<file path="src/hdl/tmcw_pkg.sv">
`timescale 1ns / 1ps
// ---------------------------------------------------------------------------
// Text console writer: shared definitions
// Field widths, character codes, the microcode format and the control store
// that sequences every item through the datapath.
// ---------------------------------------------------------------------------
package tmcw_pkg;

  localparam int DEF_COLUMNS  = 80;
  localparam int DEF_ROWS     = 25;
  localparam int DEF_TAB_STEP = 8;

  localparam int CHAR_W      = 8;
  localparam int ROW_FIELD_W = 5;
  localparam int COL_FIELD_W = 7;
  localparam int CELL_W      = 16;
  localparam int TEXT_W      = 4;
  localparam int BACK_W      = 3;
  localparam int IN_TDATA_W  = 24;
  localparam int OUT_TDATA_W = 32;
  localparam int CFG_INDEX_W = 1;
  localparam int CFG_DATA_W  = 4;

  localparam logic [CHAR_W-1:0] CH_BS    = 8'd8;
  localparam logic [CHAR_W-1:0] CH_HT    = 8'd9;
  localparam logic [CHAR_W-1:0] CH_LF    = 8'd10;
  localparam logic [CHAR_W-1:0] CH_FF    = 8'd12;
  localparam logic [CHAR_W-1:0] CH_CR    = 8'd13;
  localparam logic [CHAR_W-1:0] CH_SPACE = 8'h20;

  localparam logic [CELL_W-1:0] CELL_RESET = 16'h0F20;
  localparam logic [TEXT_W-1:0] TEXT_RESET = 4'd15;
  localparam logic [BACK_W-1:0] BACK_RESET = 3'd0;

  localparam logic [CFG_INDEX_W-1:0] CFG_TEXT_COLOR = 1'd0;
  localparam logic [CFG_INDEX_W-1:0] CFG_BACK_COLOR = 1'd1;

  localparam logic CMD_PUT  = 1'b0;
  localparam logic CMD_READ = 1'b1;

  // Item classes; the order matches the dispatch table in the control store.
  typedef enum logic [2:0] {
    CLS_READ,
    CLS_BS,
    CLS_TAB,
    CLS_LF,
    CLS_FF,
    CLS_CR,
    CLS_GLYPH
  } cls_t;

  typedef enum logic [3:0] {
    ACT_NONE,
    ACT_RESET_INIT,
    ACT_FILL,
    ACT_TAKE,
    ACT_RD_ISSUE,
    ACT_RD_CAPTURE,
    ACT_BS,
    ACT_CR,
    ACT_TAB_SET,
    ACT_GLYPH,
    ACT_LINE_DOWN,
    ACT_SCROLL_INIT,
    ACT_FF_INIT,
    ACT_EMIT
  } act_t;

  typedef enum logic [2:0] {
    COND_NONE,
    COND_ALWAYS,
    COND_SWEEP_MORE,
    COND_DISPATCH,
    COND_TAB_FITS,
    COND_COL_WRAP,
    COND_ROW_NOT_LAST
  } cond_t;

  localparam int UPC_W = 5;
  typedef logic [UPC_W-1:0] upc_t;

  localparam upc_t S_RST_INIT    = 5'd0;
  localparam upc_t S_RST_FILL    = 5'd1;
  localparam upc_t S_FETCH       = 5'd2;
  localparam upc_t S_D_READ      = 5'd3;
  localparam upc_t S_D_BS        = 5'd4;
  localparam upc_t S_D_TAB       = 5'd5;
  localparam upc_t S_D_LF        = 5'd6;
  localparam upc_t S_D_FF        = 5'd7;
  localparam upc_t S_D_CR        = 5'd8;
  localparam upc_t S_D_GLYPH     = 5'd9;
  localparam upc_t S_GLYPH_DONE  = 5'd10;
  localparam upc_t S_RD_CAPTURE  = 5'd11;
  localparam upc_t S_TAB_SET     = 5'd12;
  localparam upc_t S_NEWLINE     = 5'd13;
  localparam upc_t S_SCROLL_INIT = 5'd14;
  localparam upc_t S_FILL        = 5'd15;
  localparam upc_t S_FINISH      = 5'd16;

  typedef struct packed {
    act_t  act;
    cond_t cond;
    upc_t  target;
  } uword_t;

  typedef struct packed {
    logic stall;
    logic sweep_more;
    logic tab_fits;
    logic col_wrap;
    logic row_not_last;
    cls_t cls;
  } seq_status_t;

  function automatic uword_t uw(act_t a, cond_t c, upc_t t);
    uword_t w;
    w.act    = a;
    w.cond   = c;
    w.target = t;
    return w;
  endfunction

  // A taken condition jumps to the target, otherwise the step counter
  // advances by one. A failed tab falls into the line-feed entry on purpose.
  function automatic uword_t ucode_rom(upc_t step);
    uword_t w;
    case (step)
      S_RST_INIT:    w = uw(ACT_RESET_INIT,  COND_NONE,         S_RST_FILL);
      S_RST_FILL:    w = uw(ACT_FILL,        COND_SWEEP_MORE,   S_RST_FILL);
      S_FETCH:       w = uw(ACT_TAKE,        COND_DISPATCH,     S_D_READ);
      S_D_READ:      w = uw(ACT_RD_ISSUE,    COND_ALWAYS,       S_RD_CAPTURE);
      S_D_BS:        w = uw(ACT_BS,          COND_ALWAYS,       S_FINISH);
      S_D_TAB:       w = uw(ACT_NONE,        COND_TAB_FITS,     S_TAB_SET);
      S_D_LF:        w = uw(ACT_NONE,        COND_ALWAYS,       S_NEWLINE);
      S_D_FF:        w = uw(ACT_FF_INIT,     COND_ALWAYS,       S_FILL);
      S_D_CR:        w = uw(ACT_CR,          COND_ALWAYS,       S_FINISH);
      S_D_GLYPH:     w = uw(ACT_GLYPH,       COND_COL_WRAP,     S_NEWLINE);
      S_GLYPH_DONE:  w = uw(ACT_NONE,        COND_ALWAYS,       S_FINISH);
      S_RD_CAPTURE:  w = uw(ACT_RD_CAPTURE,  COND_ALWAYS,       S_FINISH);
      S_TAB_SET:     w = uw(ACT_TAB_SET,     COND_ALWAYS,       S_FINISH);
      S_NEWLINE:     w = uw(ACT_LINE_DOWN,   COND_ROW_NOT_LAST, S_FINISH);
      S_SCROLL_INIT: w = uw(ACT_SCROLL_INIT, COND_NONE,         S_FILL);
      S_FILL:        w = uw(ACT_FILL,        COND_SWEEP_MORE,   S_FILL);
      S_FINISH:      w = uw(ACT_EMIT,        COND_ALWAYS,       S_FETCH);
      default:       w = uw(ACT_NONE,        COND_ALWAYS,       S_FETCH);
    endcase
    return w;
  endfunction

  function automatic cls_t classify(logic cmd, logic [CHAR_W-1:0] code);
    cls_t c;
    if (cmd == CMD_READ) begin
      c = CLS_READ;
    end else begin
      case (code)
        CH_BS:   c = CLS_BS;
        CH_HT:   c = CLS_TAB;
        CH_LF:   c = CLS_LF;
        CH_FF:   c = CLS_FF;
        CH_CR:   c = CLS_CR;
        default: c = CLS_GLYPH;
      endcase
    end
    return c;
  endfunction

endpackage

</file>
<file path="src/hdl/tmcw_seq.sv">
`timescale 1ns / 1ps
// ---------------------------------------------------------------------------
// Text console writer: microcode sequencer
// Step counter over the control store, with conditional and dispatch jumps.
// ---------------------------------------------------------------------------
module tmcw_seq (
  input  logic                  clk,
  input  logic                  rst_n,
  input  tmcw_pkg::seq_status_t status,
  output tmcw_pkg::act_t        act
);
  import tmcw_pkg::*;

  upc_t   upc_r, upc_nxt;
  uword_t word;
  logic   jump;

  always_comb word = ucode_rom(upc_r);
  assign act = word.act;

  always_comb begin
    case (word.cond)
      COND_NONE:         jump = 1'b0;
      COND_ALWAYS:       jump = 1'b1;
      COND_SWEEP_MORE:   jump = status.sweep_more;
      COND_DISPATCH:     jump = 1'b1;
      COND_TAB_FITS:     jump = status.tab_fits;
      COND_COL_WRAP:     jump = status.col_wrap;
      COND_ROW_NOT_LAST: jump = status.row_not_last;
      default:           jump = 1'b0;
    endcase
  end

  always_comb begin
    if (status.stall) begin
      upc_nxt = upc_r;
    end else if (jump && word.cond == COND_DISPATCH) begin
      upc_nxt = word.target + upc_t'(status.cls);
    end else if (jump) begin
      upc_nxt = word.target;
    end else begin
      upc_nxt = upc_r + 1'b1;
    end
  end

  always_ff @(posedge clk) begin
    if (!rst_n) begin
      upc_r <= S_RST_INIT;
    end else begin
      upc_r <= upc_nxt;
    end
  end

  // The step counter never leaves the program.
  a_upc_in_program: assert property (@(posedge clk) disable iff (!rst_n)
    upc_r <= S_FINISH)
    else $error("step counter outside the program");

  // A beat taken at fetch lands in the dispatch table.
  a_dispatch_range: assert property (@(posedge clk) disable iff (!rst_n)
    (upc_r == S_FETCH && !status.stall) |=> (upc_r >= S_D_READ && upc_r <= S_D_GLYPH))
    else $error("dispatch left the table");

  // A delivered result always returns the sequencer to fetch.
  a_finish_to_fetch: assert property (@(posedge clk) disable iff (!rst_n)
    (upc_r == S_FINISH && !status.stall) |=> upc_r == S_FETCH)
    else $error("finish did not return to fetch");

endmodule

</file>
<file path="config.mk">
export PLATFORM = sky130hd
export DESIGN_NAME = tmcw_seq
export DESIGN_NICKNAME = d
export VERILOG_FILES = /design/src/hdl/tmcw_pkg.sv /design/src/hdl/tmcw_seq.sv
export SDC_FILE = /design/constraint.sdc
export NUM_CORES = 1
export LEC_CHECK = 0
export BUFFER_PORTS_ARGS = -buffer_cell sky130_fd_sc_hd__buf_2
export CAP_MARGIN = 5
export CORE_ASPECT_RATIO = 0.7
export CORE_UTILIZATION = 50
export CTS_BUF_LIST = sky130_fd_sc_hd__clkbuf_16
export DETAILED_ROUTE_END_ITERATION = 12
export PLACE_DENSITY = 0.7
export SLEW_MARGIN = 15
export SYNTH_ARGS = -nofsm -noshare
export SYNTH_HDL_FRONTEND = slang
export SYNTH_SLANG_ARGS = --single-unit
</file>
<file path="constraint.sdc">
create_clock -name clk -period 3 [get_ports clk]
set_input_delay 0.45 -clock clk [delete_from_list [all_inputs] [get_ports clk]]
set_output_delay 0.45 -clock clk [all_outputs]
set_load 0.01 [all_outputs]
</file>
## Word-level counts from Yosys, hierarchy flattened

Memory sizes are Yosys's and may differ from the RTL's. A register that Yosys moved wholly into a read port is not among the register bits.
Index checks and enable logic that the tools add are counted.

| storage, ports and cells | value |
|---|---|
| register bits | 5 |
| bits in read-only memories | 384 |
| bits of input ports | 10 |
| logic and storage cells | 17 |
| memories | 1 |

Memory list:

| memory | words | width | rd ports | clocked after Yosys merged registers in | wr ports | RTL line | RTL |
|---|---|---|---|---|---|---|---|
| (name not given) | 32 | 12 | 1 | 1 | 0 | tmcw_pkg.sv:127 | `case (step)` |

| operators by class | value |
|---|---|
| add/subtract/negate cells | 2 |
| eq/ne operators | 6 |
| mux-type cells | 5 |
| reduce and logical (&&, ||, !) cells | 2 |

Operator list:

| cell | number |
|---|---|
| two-way mux 5 bit | 4 |
| equality test 3 bit (second input constant) | 3 |
| equality test 3 x 2 -> 1 bit (second input constant) | 2 |
| adder 5 x 1 -> 5 bit (second input constant) | 1 |
| adder 5 x 3 -> 5 bit | 1 |
| case mux 1 bit (5 select lines) | 1 |
| equality test 3 x 1 -> 1 bit (second input constant) | 1 |
| OR reduction 2 bit | 1 |
| logical AND 1 bit | 1 |

## Logic depth before layout (Yosys ltp)

Gate-level depths: netlist (run 1).

| depth | value |
|---|---|
| depth in word-level cells | 7 |
| mapped depth | 11 |

## Worst setup path before layout (run 1)

No wires, ideal clock.

| timing path | value |
|---|---|
| kind | input-to-reg |
| start | input port status[0] (netlist name) |
| end | register word[9] (netlist name) |
| arrival time | 2.450 ns |
| path slack | 0.476 ns |
| stages on the path | 8 |
| path through | ha_1 > fa_1 > o221ai_1 > o31a_1 > ha_1 > nor4_1 > mux2i_1 > a31oi_1 |

| on the way | value |
|---|---|
| cells in the longest elaborated chain, start to end | 4 |

RTL lines:

| item | RTL line | RTL |
|---|---|---|
| start: declaration | tmcw_seq.sv:9 | `input tmcw_pkg::seq_status_t status,` |
| adder 5 x 3 -> 5 bit | tmcw_seq.sv:38 | `upc_nxt = word.target + upc_t'(status.cls);` |
| two-way mux 5 bit | tmcw_seq.sv:37 | `end else if (jump && word.cond == COND_DISPATCH) begin` |
| two-way mux 5 bit (no source line) (2 in a row) | -- |  |

Every way passes these cells.
A chain may end at the register's enable or synchronous reset.

## Worst setup path after layout (run 1)

| timing path | value |
|---|---|
| start | register word[0] (netlist name) |
| end | register word[9] (netlist name) |

| on the way | value |
|---|---|
| cells in the longest elaborated chain, start to end | 4 |
| elaborated cells between the ends (all ways) | 5 |
| classes of those cells | add/sub (1); mux (4) |

RTL lines:

| item | RTL line |
|---|---|
| adder 5 x 3 -> 5 bit / two-way mux 5 bit (equally long branches) | tmcw_seq.sv:38, tmcw_seq.sv:39 |
| two-way mux 5 bit (*) | tmcw_seq.sv:37 |
| two-way mux 5 bit (no source line) (*) (2 in a row) | -- |

Every way passes the cells marked *; elsewhere a longest branch is shown, timed or not.

==> results of run 1 <==
## worst min-delay path by stage
stage,startpoint,slack (ns),to
final,upc_r[0]$_SDFFE_PN0N_,0.61,upc_r[0]$_SDFFE_PN0N_
after global routing,upc_r[0]$_SDFFE_PN0N_,0.62,upc_r[0]$_SDFFE_PN0N_
after CTS,upc_r[0]$_SDFFE_PN0N_,0.60,upc_r[0]$_SDFFE_PN0N_
after detailed placement,upc_r[0]$_SDFFE_PN0N_,0.59,upc_r[0]$_SDFFE_PN0N_
after global placement,upc_r[0]$_SDFFE_PN0N_,0.59,upc_r[0]$_SDFFE_PN0N_
after floorplan,upc_r[0]$_SDFFE_PN0N_,0.53,upc_r[0]$_SDFFE_PN0N_
## per-layer routing
layer	track usage	up-vias
li1	-	543
met1	0.357	538
met2	0.348	49
met3	0.0746	4
met4	0.0909	0
met5	0	-
## layout make-up
type                    instances  share of cell area
clock inverters                 1             0.00364
multi-input cells             106               0.563
flip-flops and latches         17               0.247
inverters                       7              0.0282
repair buffers                 18              0.0745
well taps                      32              0.0291
clock buffers                   3              0.0545
## sequential cells by signal, summed over array words and instances (netlist names)
| signal | count |
|---|---|
| upc_r | 5 |
| word | 12 |
## placed cells by master, fill, tap and decap left out, types with 2 or more instances in the layout
cell type,Yosys,final
o21ai_1,2,2
nor2_1,5,5
o211ai_1,2,2
inv_2,2,2
o31a_1,2,2
and2_1,3,3
buf_4,5,5
a21oi_1,8,8
dfxtp_1,17,17
buf_2,0,13
o21ai_0,2,2
clkbuf_16,0,3
a211o_1,2,2
nor3_1,3,3
inv_1,4,4
and3_1,2,2
a31o_2,2,2
mux2i_1,2,2
xnor2_1,3,3
a31oi_1,3,3
a21o_1,2,2
ha_1,10,10
o311a_1,2,2
nand3_1,10,10
nand2_1,12,12
and3b_1,2,2
o22ai_1,2,2
a211oi_1,2,2
nor4_1,2,2
## through the flow
step / cell area, um2 / instances / setup WS, ns / power (uW) / utilization
6_report: 1380 / 184 / 0.384 / 1410 / 0.619
5_1_grt: 1380 / 184 / 0.257 / 1520 / 0.619
4_1_cts: 1380 / 184 / 0.437 / 1410 / 0.619
3_5_place_dp: 1300 / 180 / 0.192 / 1130 / 0.583
3_3_place_gp: 1300 / 180 / 0.257 / 1120 / 0.583
2_1_floorplan: 1230 / 139 / 0.476 / 976 / -
## power by group through the flow
| stage | registers [uW] | clock network (uW) | logic, uW |
|---|---|---|---|
| final | 405 | 266 | 743 |
| after global routing | 413 | 278 | 828 |
| after CTS | 401 | 270 | 734 |
| after detailed placement | 406 | 0 | 729 |
| after global placement | 405 | 0 | 712 |
| after floorplan | 381 | 0 | 595 |
## kinds of logic (layout without fill, tap and decap cells)
| group | after synthesis | after routing | synth area share |
|---|---|---|---|
| flops | 17 | 17 | 0.277 |
| fa+ha+maj | 11 | 11 | 0.118 |
| mux | 2 | 2 | 0.0163 |
| compound gates | 42 | 42 | 0.267 |
| buf+inv | 16 | 29 | 0.0927 |
| simple gates | 47 | 47 | 0.201 |
| xor+xnor | 4 | 4 | 0.0285 |
==> results.txt, run 1 <==
----------------------------------------------------
[Yosys]
  Number of enable flip-flop cells after synthesis ... 0
  Async set-or-reset flop fraction in the synthesized netlist ... 0
  Area leader, netlist ... dfxtp_1
  Post-synthesis cell type count ... 51
  Fraction of the yosys area taken by sequential cells ... 0.277
  Yosys warning total ... 0
  Total standard cell area after synthesis ... 1230 um2
  Net count of the mapped netlist ... 160
  Top area cells in the synthesized netlist ... dfxtp_1 28%, ha_1 10%, nand3_1 4.1%
  Main synth FF type ... dfxtp_1
  Dominant cell by count in the synthesized netlist ... dfxtp_1
  Average instance area after synthesis ... 8.84 um2
  Number of standard cells after synthesis ... 139
  Register bit count reported by yosys ... 17
  Share of Yosys cell area claimed by the top area cell type ... 0.277
  Most instantiated cells after synthesis ... 17 x dfxtp_1, 12 x nand2_1, 10 x ha_1, 10 x nand3_1, 8 x a21oi_1

[Status]
  Outcome ... finished clean

[Pwr]
  Internal power ... 813 uW
  Leakage dissipation ... 0.000616 uW
  Ratio of total power to cell area ... 1030 nW/um2
  Net switching fraction of the power ... 0.426
  Register share of total power ... 0.286
  Switching pwr ... 602 uW
  Worst IR Drop VDD ... 0.000535 V
  Logic gate share of total power ... 0.526
  Clock power frac ... 0.188

[Setup path]
  CP Max Fanout ... 8
  Arrival @ worst endpoint ... 2.79 ns
  Beginning of the critical path ... word[0]$_SDFF_PP0_
  Critical path's largest stage delay ... 0.48 ns
  Reg-to-reg critical path endpoint ... word[9]$_SDFF_PP0_
  Cell family with the largest share of critical-path delay ... adder cells
  Worst reg2reg path startpoint ... word[0]$_SDFF_PP0_
  Crit Path Category ... flip-flop to flip-flop
  Kind of start point of the critical path ... flip-flop
  Endpoint of the worst setup timing path ... word[9]$_SDFF_PP0_
  Register-to-register path setup slack ... 0.38 ns
  Most common cell type on the critical path ... ha_1
  CP bufs+invs ... 0
  Reg2Reg Depth ... 8
  Cell with the largest stage delay on the worst path ... fa_1
  CP Data Required Time ... 3.17 ns
  Number of stages on the worst setup path ... 8
  Critical path, cell by cell ... ha_1 -> fa_1 -> o221ai_1 -> o31a_1 -> ha_1 -> nor4_1 -> mux2i_1 -> a31oi_1
  Type of destination of the critical path ... flip-flop

[Clocking]
  Number of buffers inserted for hold repair after clock tree synthesis ... 0
  Cts bufs inserted ... 3
  Post-cts gate resize count ... 0
  Reg clk slew, reported paths ... 0.05 ns
  Library cell used as clock root buffer ... clkbuf_16
  Number of buffers between clock root and the deepest sink ... 2
  Clock insertion delay at the later pin of the skew report ... 0.25 ns
  TritonCTS clock tree ... yes
  Buffer count from post-CTS setup fixing ... 0
  Clock sink total ... 17
  Count of H-tree levels built during CTS ... 1

[Route]
  Number of nets still failing antenna checks after routing ... 0
  Final wirelength ... 2840 um
  Routed via count divided by cell count ... 6.16
  Uppermost metal layer occupied by signal nets ... met4
  Remaining DRCs ... 0
  Met2 wire len ... 1210 um
  Met3 layer wire length in the routed design ... 268 um
  Vias after detailed routing ... 1134
  Final routed wire length divided by cell count ... 15.4 um
  Drt initial violations ... 56
  Drt pass-1 iters ... 4
  Total routed wire length on the met1 layer ... 1330 um

[Timing]
  Fin. max-slew vios ... 0
  Max Clk Rate ... 382 MHz
  Layout Skew ... 0.00217 ns
  Final critical delay including setup and external delays ... 2.62 ns
  Total of endpoints with negative setup slack in the final report ... 0
  Worst slack on hold paths ... 0.609 ns
  Crit share post-route ... 0.872
  Tightest Pin Transition ... 0.451 ns
  Setup TNS Final ... 0 ns
  Unrepaired setup endpoints after global routing ... no
  Final hold violations ... 0
  Worst max-slew margin expressed relative to the limit ... 0.697

[Floorplan]
  Top Ports ... 14
  Die Width ... 61.3 um
  Starting density of the core ... 0.552
  Die footprint ... 2660 um2
  Number of placement rows ... 14
  DIE HEIGHT ... 43.5 um
  Core footprint ... 2220 um2

[GRT]
  Largest net degree at the start of global routing ... 14
  Antenna violations before repair ... 0
  Via count of the first global-routing pass ... 1006
  Grt total ovfl ... 0
  All-Layer GR Usage ... 0.248
  Wire length of the first global-routing pass ... 4650 um

[Placed design]
  Half-perimeter wire length of the detailed placement result ... 2210 um
  IO buf count ... 13
  Routability congestion estimate from global placement ... 0.847

[Layout]
  Synth-to-layout area growth ... 12.0%
  Count of inserted antenna diode cells ... 0
  Multi-input gate area ... 774 um2
  Share of cells above drive strength 1 ... 0.217
  Nets@finish ... 174
  Flip-flop and latch area ... 340 um2
  FILL cells ... 202

[Job]
  Maxcap violations ... 0

[Worst hold path]
  Worst Hold Depth ... 1
  Tightest Hold Check Type ... flip-flop to flip-flop

----------------------------------------------------
(Power assumes the default switching activity.)
==> inputs of run 2 (changes only) <==
REMOVE_ABC_BUFFERS = 1   (was not set)
==> run 2 against run 1 <==
- clock skew about the same
- via count down 0.79%
- total power about the same
- worst setup slack worse by 0.012 ns
- routed wire length up 0.42%
- first-iteration DRC count up 18%
- final cell count unchanged
- critical path type unchanged
- critical endpoint unchanged
==> results.txt, run 2 (synthesized netlist as in run 1, its figures left out) <==
----------------------------------------------------
[GRT]
  All-Layer GR Usage ... 0.243
  Wire length of the first global-routing pass ... 4690 um
  Antenna violations before repair ... 0
  Grt total ovfl ... 0
  Largest net degree at the start of global routing ... 14
  Via count of the first global-routing pass ... 1022

[Timing]
  Worst max-slew margin expressed relative to the limit ... 0.688
  Total of endpoints with negative setup slack in the final report ... 0
  Max Clk Rate ... 380 MHz
  Unrepaired setup endpoints after global routing ... no
  Tightest Pin Transition ... 0.464 ns
  Layout Skew ... 0.00246 ns
  Fin. max-slew vios ... 0
  Final critical delay including setup and external delays ... 2.63 ns
  Worst Setup Slack, final ... 0.371 ns
  Setup TNS Final ... 0 ns
  Crit share post-route ... 0.876
  Final hold violations ... 0

[Pwr]
  Ratio of total power to cell area ... 1030 nW/um2
  Worst IR Drop VDD ... 0.000509 V
  Power after layout ... 1420 uW
  Leakage dissipation ... 0.000616 uW

[Route]
  Final wirelength ... 2850 um
  Final routed wire length divided by cell count ... 15.5 um
  Drt initial violations ... 66
  Remaining DRCs ... 0
  Drt pass-1 iters ... 5
  Number of nets still failing antenna checks after routing ... 0
  Vias after detailed routing ... 1125
  Routed via count divided by cell count ... 6.11

[Placed design]
  Routability congestion estimate from global placement ... 0.889
  Pre-CTS setup slack ... 0.184 ns
  Half-perimeter wire length of the detailed placement result ... 2210 um
  IO buf count ... 13

[Floorplan]
  Die footprint ... 2660 um2
  Number of placement rows ... 14
  Starting density of the core ... 0.552
  Core footprint ... 2220 um2
  Top Ports ... 14
  DIE HEIGHT ... 43.5 um
  Die Width ... 61.3 um

[Status]
  Outcome ... finished clean

[Clocking]
  Library cell used as clock root buffer ... clkbuf_16
  Clock sink total ... 17
  Clock insertion delay at the later pin of the skew report ... 0.25 ns
  Buffer count from post-CTS setup fixing ... 0
  Number of buffers between clock root and the deepest sink ... 2
  Cts bufs inserted ... 3
  Reg clk slew, reported paths ... 0.05 ns
  TritonCTS clock tree ... yes
  Count of H-tree levels built during CTS ... 1
  Number of buffers inserted for hold repair after clock tree synthesis ... 0
  Post-cts gate resize count ... 0

[Setup path]
  Type of destination of the critical path ... flip-flop
  CP Max Fanout ... 7
  Critical path, cell by cell ... a211oi_1 -> or2_1 -> o21ai_0 -> a32o_2 -> inv_2 -> ha_1 -> nor4_1 -> mux2i_1 -> a31oi_1
  Arrival @ worst endpoint ... 2.80 ns
  Crit Path Category ... flip-flop to flip-flop
  Critical path's largest stage delay ... 0.44 ns
  Cell with the largest stage delay on the worst path ... nor4_1
  Kind of start point of the critical path ... flip-flop
  CP Data Required Time ... 3.17 ns

[Layout]
  Synth-to-layout area growth ... 12.0%
  Highest-count cells in the layout ignoring fill and taps ... 17 x dfxtp_1, 13 x buf_2, 12 x nand2_1, 10 x nand3_1, 10 x ha_1
  Max FFs per register ... 12
  Nets@finish ... 174
  Share of cells above drive strength 1 ... 0.217
  Final core utilization ... 0.619
  Most common library cell in the layout ignoring fill and taps ... dfxtp_1
  Count of inserted antenna diode cells ... 0

[Worst hold path]
  Tightest Hold Check Type ... flip-flop to flip-flop

[Job]
  Maxcap violations ... 0

----------------------------------------------------
run 2: cell counts in the layout (fill, tap and decap cells not counted):
Identical to the previous run, type by type.
run 2: where the power goes:
group	total [uW]	switching (uW)	internal [uW]	leakage, uW
registers	403	82.9	320	0.000140
logic	747	435	313	0.000435
clock network	265	86.7	178	0.0000409
total	1420	604	811	0.000616
run 2: layer usage:
metal / global-route usage / vias up / routed length [um]
met5: 0 / - / 0
met1: 0.331 / 512 / 1290
met2: 0.370 / 71 / 1220
met4: 0 / 0 / 8
li1: - / 540 / -
met3: 0.119 / 2 / 336
run 2: layout make-up:
type                            count  area, um2
Clock inverter                      1       5.00
Fill cell                         198        848
Timing Repair Buffer               18        103
Sequential cell                    17        340
Multi-Input combinational cell    106        774
Tap cell                           32       40.0
Clock buffer                        3       75.1
Inverter                            7       38.8
run 2: final timing paths:
kind,start,to,slack [ns],depth (start not counted)
worst max-delay path,word[7]$_SDFF_PP0_,word[9]$_SDFF_PP0_,0.37,9
worst min-delay path,upc_r[0]$_SDFFE_PN0N_,upc_r[0]$_SDFFE_PN0N_,0.62,1
worst max register to register,word[7]$_SDFF_PP0_,word[9]$_SDFF_PP0_,0.37,9
worst min register to register,upc_r[0]$_SDFFE_PN0N_,upc_r[0]$_SDFFE_PN0N_,0.62,1
run 2: critical path: cells and delay by family (launching register included):
kind | cells | cell delay, ns
DFF | 1 | 0.41
AOI/OAI and AO/OA | 4 | 0.92
adders and majority gates | 1 | 0.20
muxes | 1 | 0.14
buffers and inverters | 1 | 0.10
and+or+nand+nor | 2 | 0.77
run 2: metrics by stage:
step / instance area (um2) / hold WS, ns / instances
global route: 1380 / 0.673 / 184
global placement: 1300 / 0.585 / 180
CTS: 1380 / 0.614 / 184
floorplan: 1150 / 0.530 / 130
detailed placement: 1300 / 0.602 / 180
finish: 1380 / 0.619 / 184
==> inputs of run 3 (changes only) <==
==> constraint.sdc (replaced) <==
create_clock -name clk -period 3 [get_ports clk]
set_input_delay 0.3 -clock clk [delete_from_list [all_inputs] [get_ports clk]]
set_output_delay 0.3 -clock clk [all_outputs]
set_load 0.01 [all_outputs]
==> run 3 against run 2 <==
- flip-flop and latch count unchanged
- final cell count down 1.1%
- non-clock buffer count down 2
==> results.txt, run 3 (synthesized netlist as in run 1, its figures left out) <==
----------------------------------------------------
[Timing]
  Worst Setup Slack, final ... 0.255 ns
  Total of endpoints with negative setup slack in the final report ... 0
  Max Clk Rate ... 364 MHz
  Unrepaired setup endpoints after global routing ... no
  Final hold violations ... 0
  Layout Skew ... 0.000409 ns
  Worst slack on hold paths ... 0.534 ns
  Setup TNS Final ... 0 ns
  Tightest Pin Transition ... 0.553 ns
  Final critical delay including setup and external delays ... 2.75 ns
  Fin. max-slew vios ... 0
  Crit share post-route ... 0.915
  Worst max-slew margin expressed relative to the limit ... 0.629

[Setup path]
  Cell with the largest stage delay on the worst path ... fa_1
  Most common cell type on the critical path ... ha_1
  Critical path, cell by cell ... ha_1 -> fa_1 -> o221ai_1 -> o31a_1 -> ha_1 -> nor4_1 -> mux2i_1 -> a31oi_1
  Critical path's largest stage delay ... 0.50 ns
  Type of destination of the critical path ... flip-flop
  Arrival @ worst endpoint ... 2.89 ns
  Kind of start point of the critical path ... flip-flop
  CP Max Fanout ... 8
  Cell family with the largest share of critical-path delay ... adder cells
  Crit Path Category ... flip-flop to flip-flop
  CP bufs+invs ... 0
  CP Data Required Time ... 3.15 ns

[Route]
  Final wirelength ... 3030 um
  Vias after detailed routing ... 1119
  Met2 wire len ... 1260 um
  Final routed wire length divided by cell count ... 16.6 um
  Met3 layer wire length in the routed design ... 452 um
  Routed via count divided by cell count ... 6.15
  Number of nets still failing antenna checks after routing ... 0
  Total routed wire length on the met1 layer ... 1250 um
  Remaining DRCs ... 0
  Drt pass-1 iters ... 4
  Uppermost metal layer occupied by signal nets ... met4
  Drt initial violations ... 54

[Clocking]
  Reg clk slew, reported paths ... 0.05 ns
  TritonCTS clock tree ... yes
  Post-cts gate resize count ... 0
  Library cell used as clock root buffer ... clkbuf_16
  Buffer count from post-CTS setup fixing ... 0
  Clock insertion delay at the later pin of the skew report ... 0.24 ns
  Number of buffers inserted for hold repair after clock tree synthesis ... 0
  Clock sink total ... 17
  Count of H-tree levels built during CTS ... 1
  Number of buffers between clock root and the deepest sink ... 2
  Cts bufs inserted ... 3

[Floorplan]
  Core footprint ... 2220 um2
  Die Width ... 61.3 um
  Number of placement rows ... 14
  Top Ports ... 14
  Die footprint ... 2660 um2
  DIE HEIGHT ... 43.5 um
  Starting density of the core ... 0.552

[Status]
  Outcome ... finished clean

[GRT]
  All-Layer GR Usage ... 0.250
  Wire length of the first global-routing pass ... 4740 um
  Antenna violations before repair ... 0
  Grt total ovfl ... 0
  Via count of the first global-routing pass ... 1026
  Largest net degree at the start of global routing ... 14

[Layout]
  Most common library cell in the layout ignoring fill and taps ... dfxtp_1
  Synth-to-layout area growth ... 10.7%
  Max FFs per register ... 12
  FILL cells ... 201
  Flip-flop and latch area ... 340 um2
  Highest-count cells in the layout ignoring fill and taps ... 17 x dfxtp_1, 13 x buf_2, 12 x nand2_1, 10 x nand3_1, 10 x ha_1
  Multi-input gate area ... 774 um2
  Nets@finish ... 172
  Count of inserted antenna diode cells ... 0
  Share of cells above drive strength 1 ... 0.200

[Pwr]
  Leakage dissipation ... 0.000607 uW
  Worst IR Drop VDD ... 0.000534 V
  Ratio of total power to cell area ... 1040 nW/um2
  Power after layout ... 1410 uW

[Job]
  Maxcap violations ... 0

[Placed design]
  Pre-CTS setup slack ... 0.215 ns
  Routability congestion estimate from global placement ... 0.831
  IO buf count ... 13
  Half-perimeter wire length of the detailed placement result ... 2170 um

[Worst hold path]
  Tightest Hold Check Type ... input port to flip-flop

----------------------------------------------------
[run 3: cell count changes in the layout (fill, tap and decap cells not counted)]
cell      delta
inv_1        +1
clkinv_2     -1
buf_4        -2
[run 3: through the flow]
step,std cells,area [um2],utilization
after floorplan,130,1150,-
after global placement,178,1280,0.576
after detailed placement,178,1280,0.576
after CTS,182,1360,0.611
after global routing,182,1360,0.611
final,182,1360,0.611
[run 3: worst reg2reg max path: cells and delay by family, from the launching register on]
family	cells	cell delay, ns
flops	1	0.32
simple gates	1	0.43
mux	1	0.15
fa+ha+maj	3	0.93
compound gates	3	0.81
[run 3: final cells by class]
| type | instances | area share |
|---|---|---|
| clock buffer | 3 | 0.0552 |
| sequential | 17 | 0.250 |
| inverter | 7 | 0.0285 |
| tap | 32 | 0.0294 |
| multi-input combinational | 106 | 0.569 |
| timing repair buffer | 16 | 0.0644 |
| clock inverter | 1 | 0.00276 |
[run 3: worst paths after layout]
check	cells after the start	end	slack (ns)	from
setup / recovery	8	word[9]$_SDFF_PP0_	0.25	word[0]$_SDFF_PP0_
hold / removal	3	upc_r[2]$_SDFFE_PN0N_	0.53	rst_n
setup reg to reg	8	word[9]$_SDFF_PP0_	0.25	word[0]$_SDFF_PP0_
hold reg to reg	1	upc_r[0]$_SDFFE_PN0N_	0.65	upc_r[0]$_SDFFE_PN0N_
[run 3: power breakdown]
| group | total, uW | internal [uW] | switching, uW |
|---|---|---|---|
| registers | 411 | 321 | 90.9 |
| logic | 745 | 302 | 443 |
| clock network | 259 | 177 | 81.9 |
| total | 1410 | 799 | 616 |
[run 3: metal layers]
metal  vias to the layer above  track usage
met4                         0       0.0955
met2                        78        0.365
met3                        12       0.0896
li1                        537            -
met5                         -            0
met1                       492        0.336
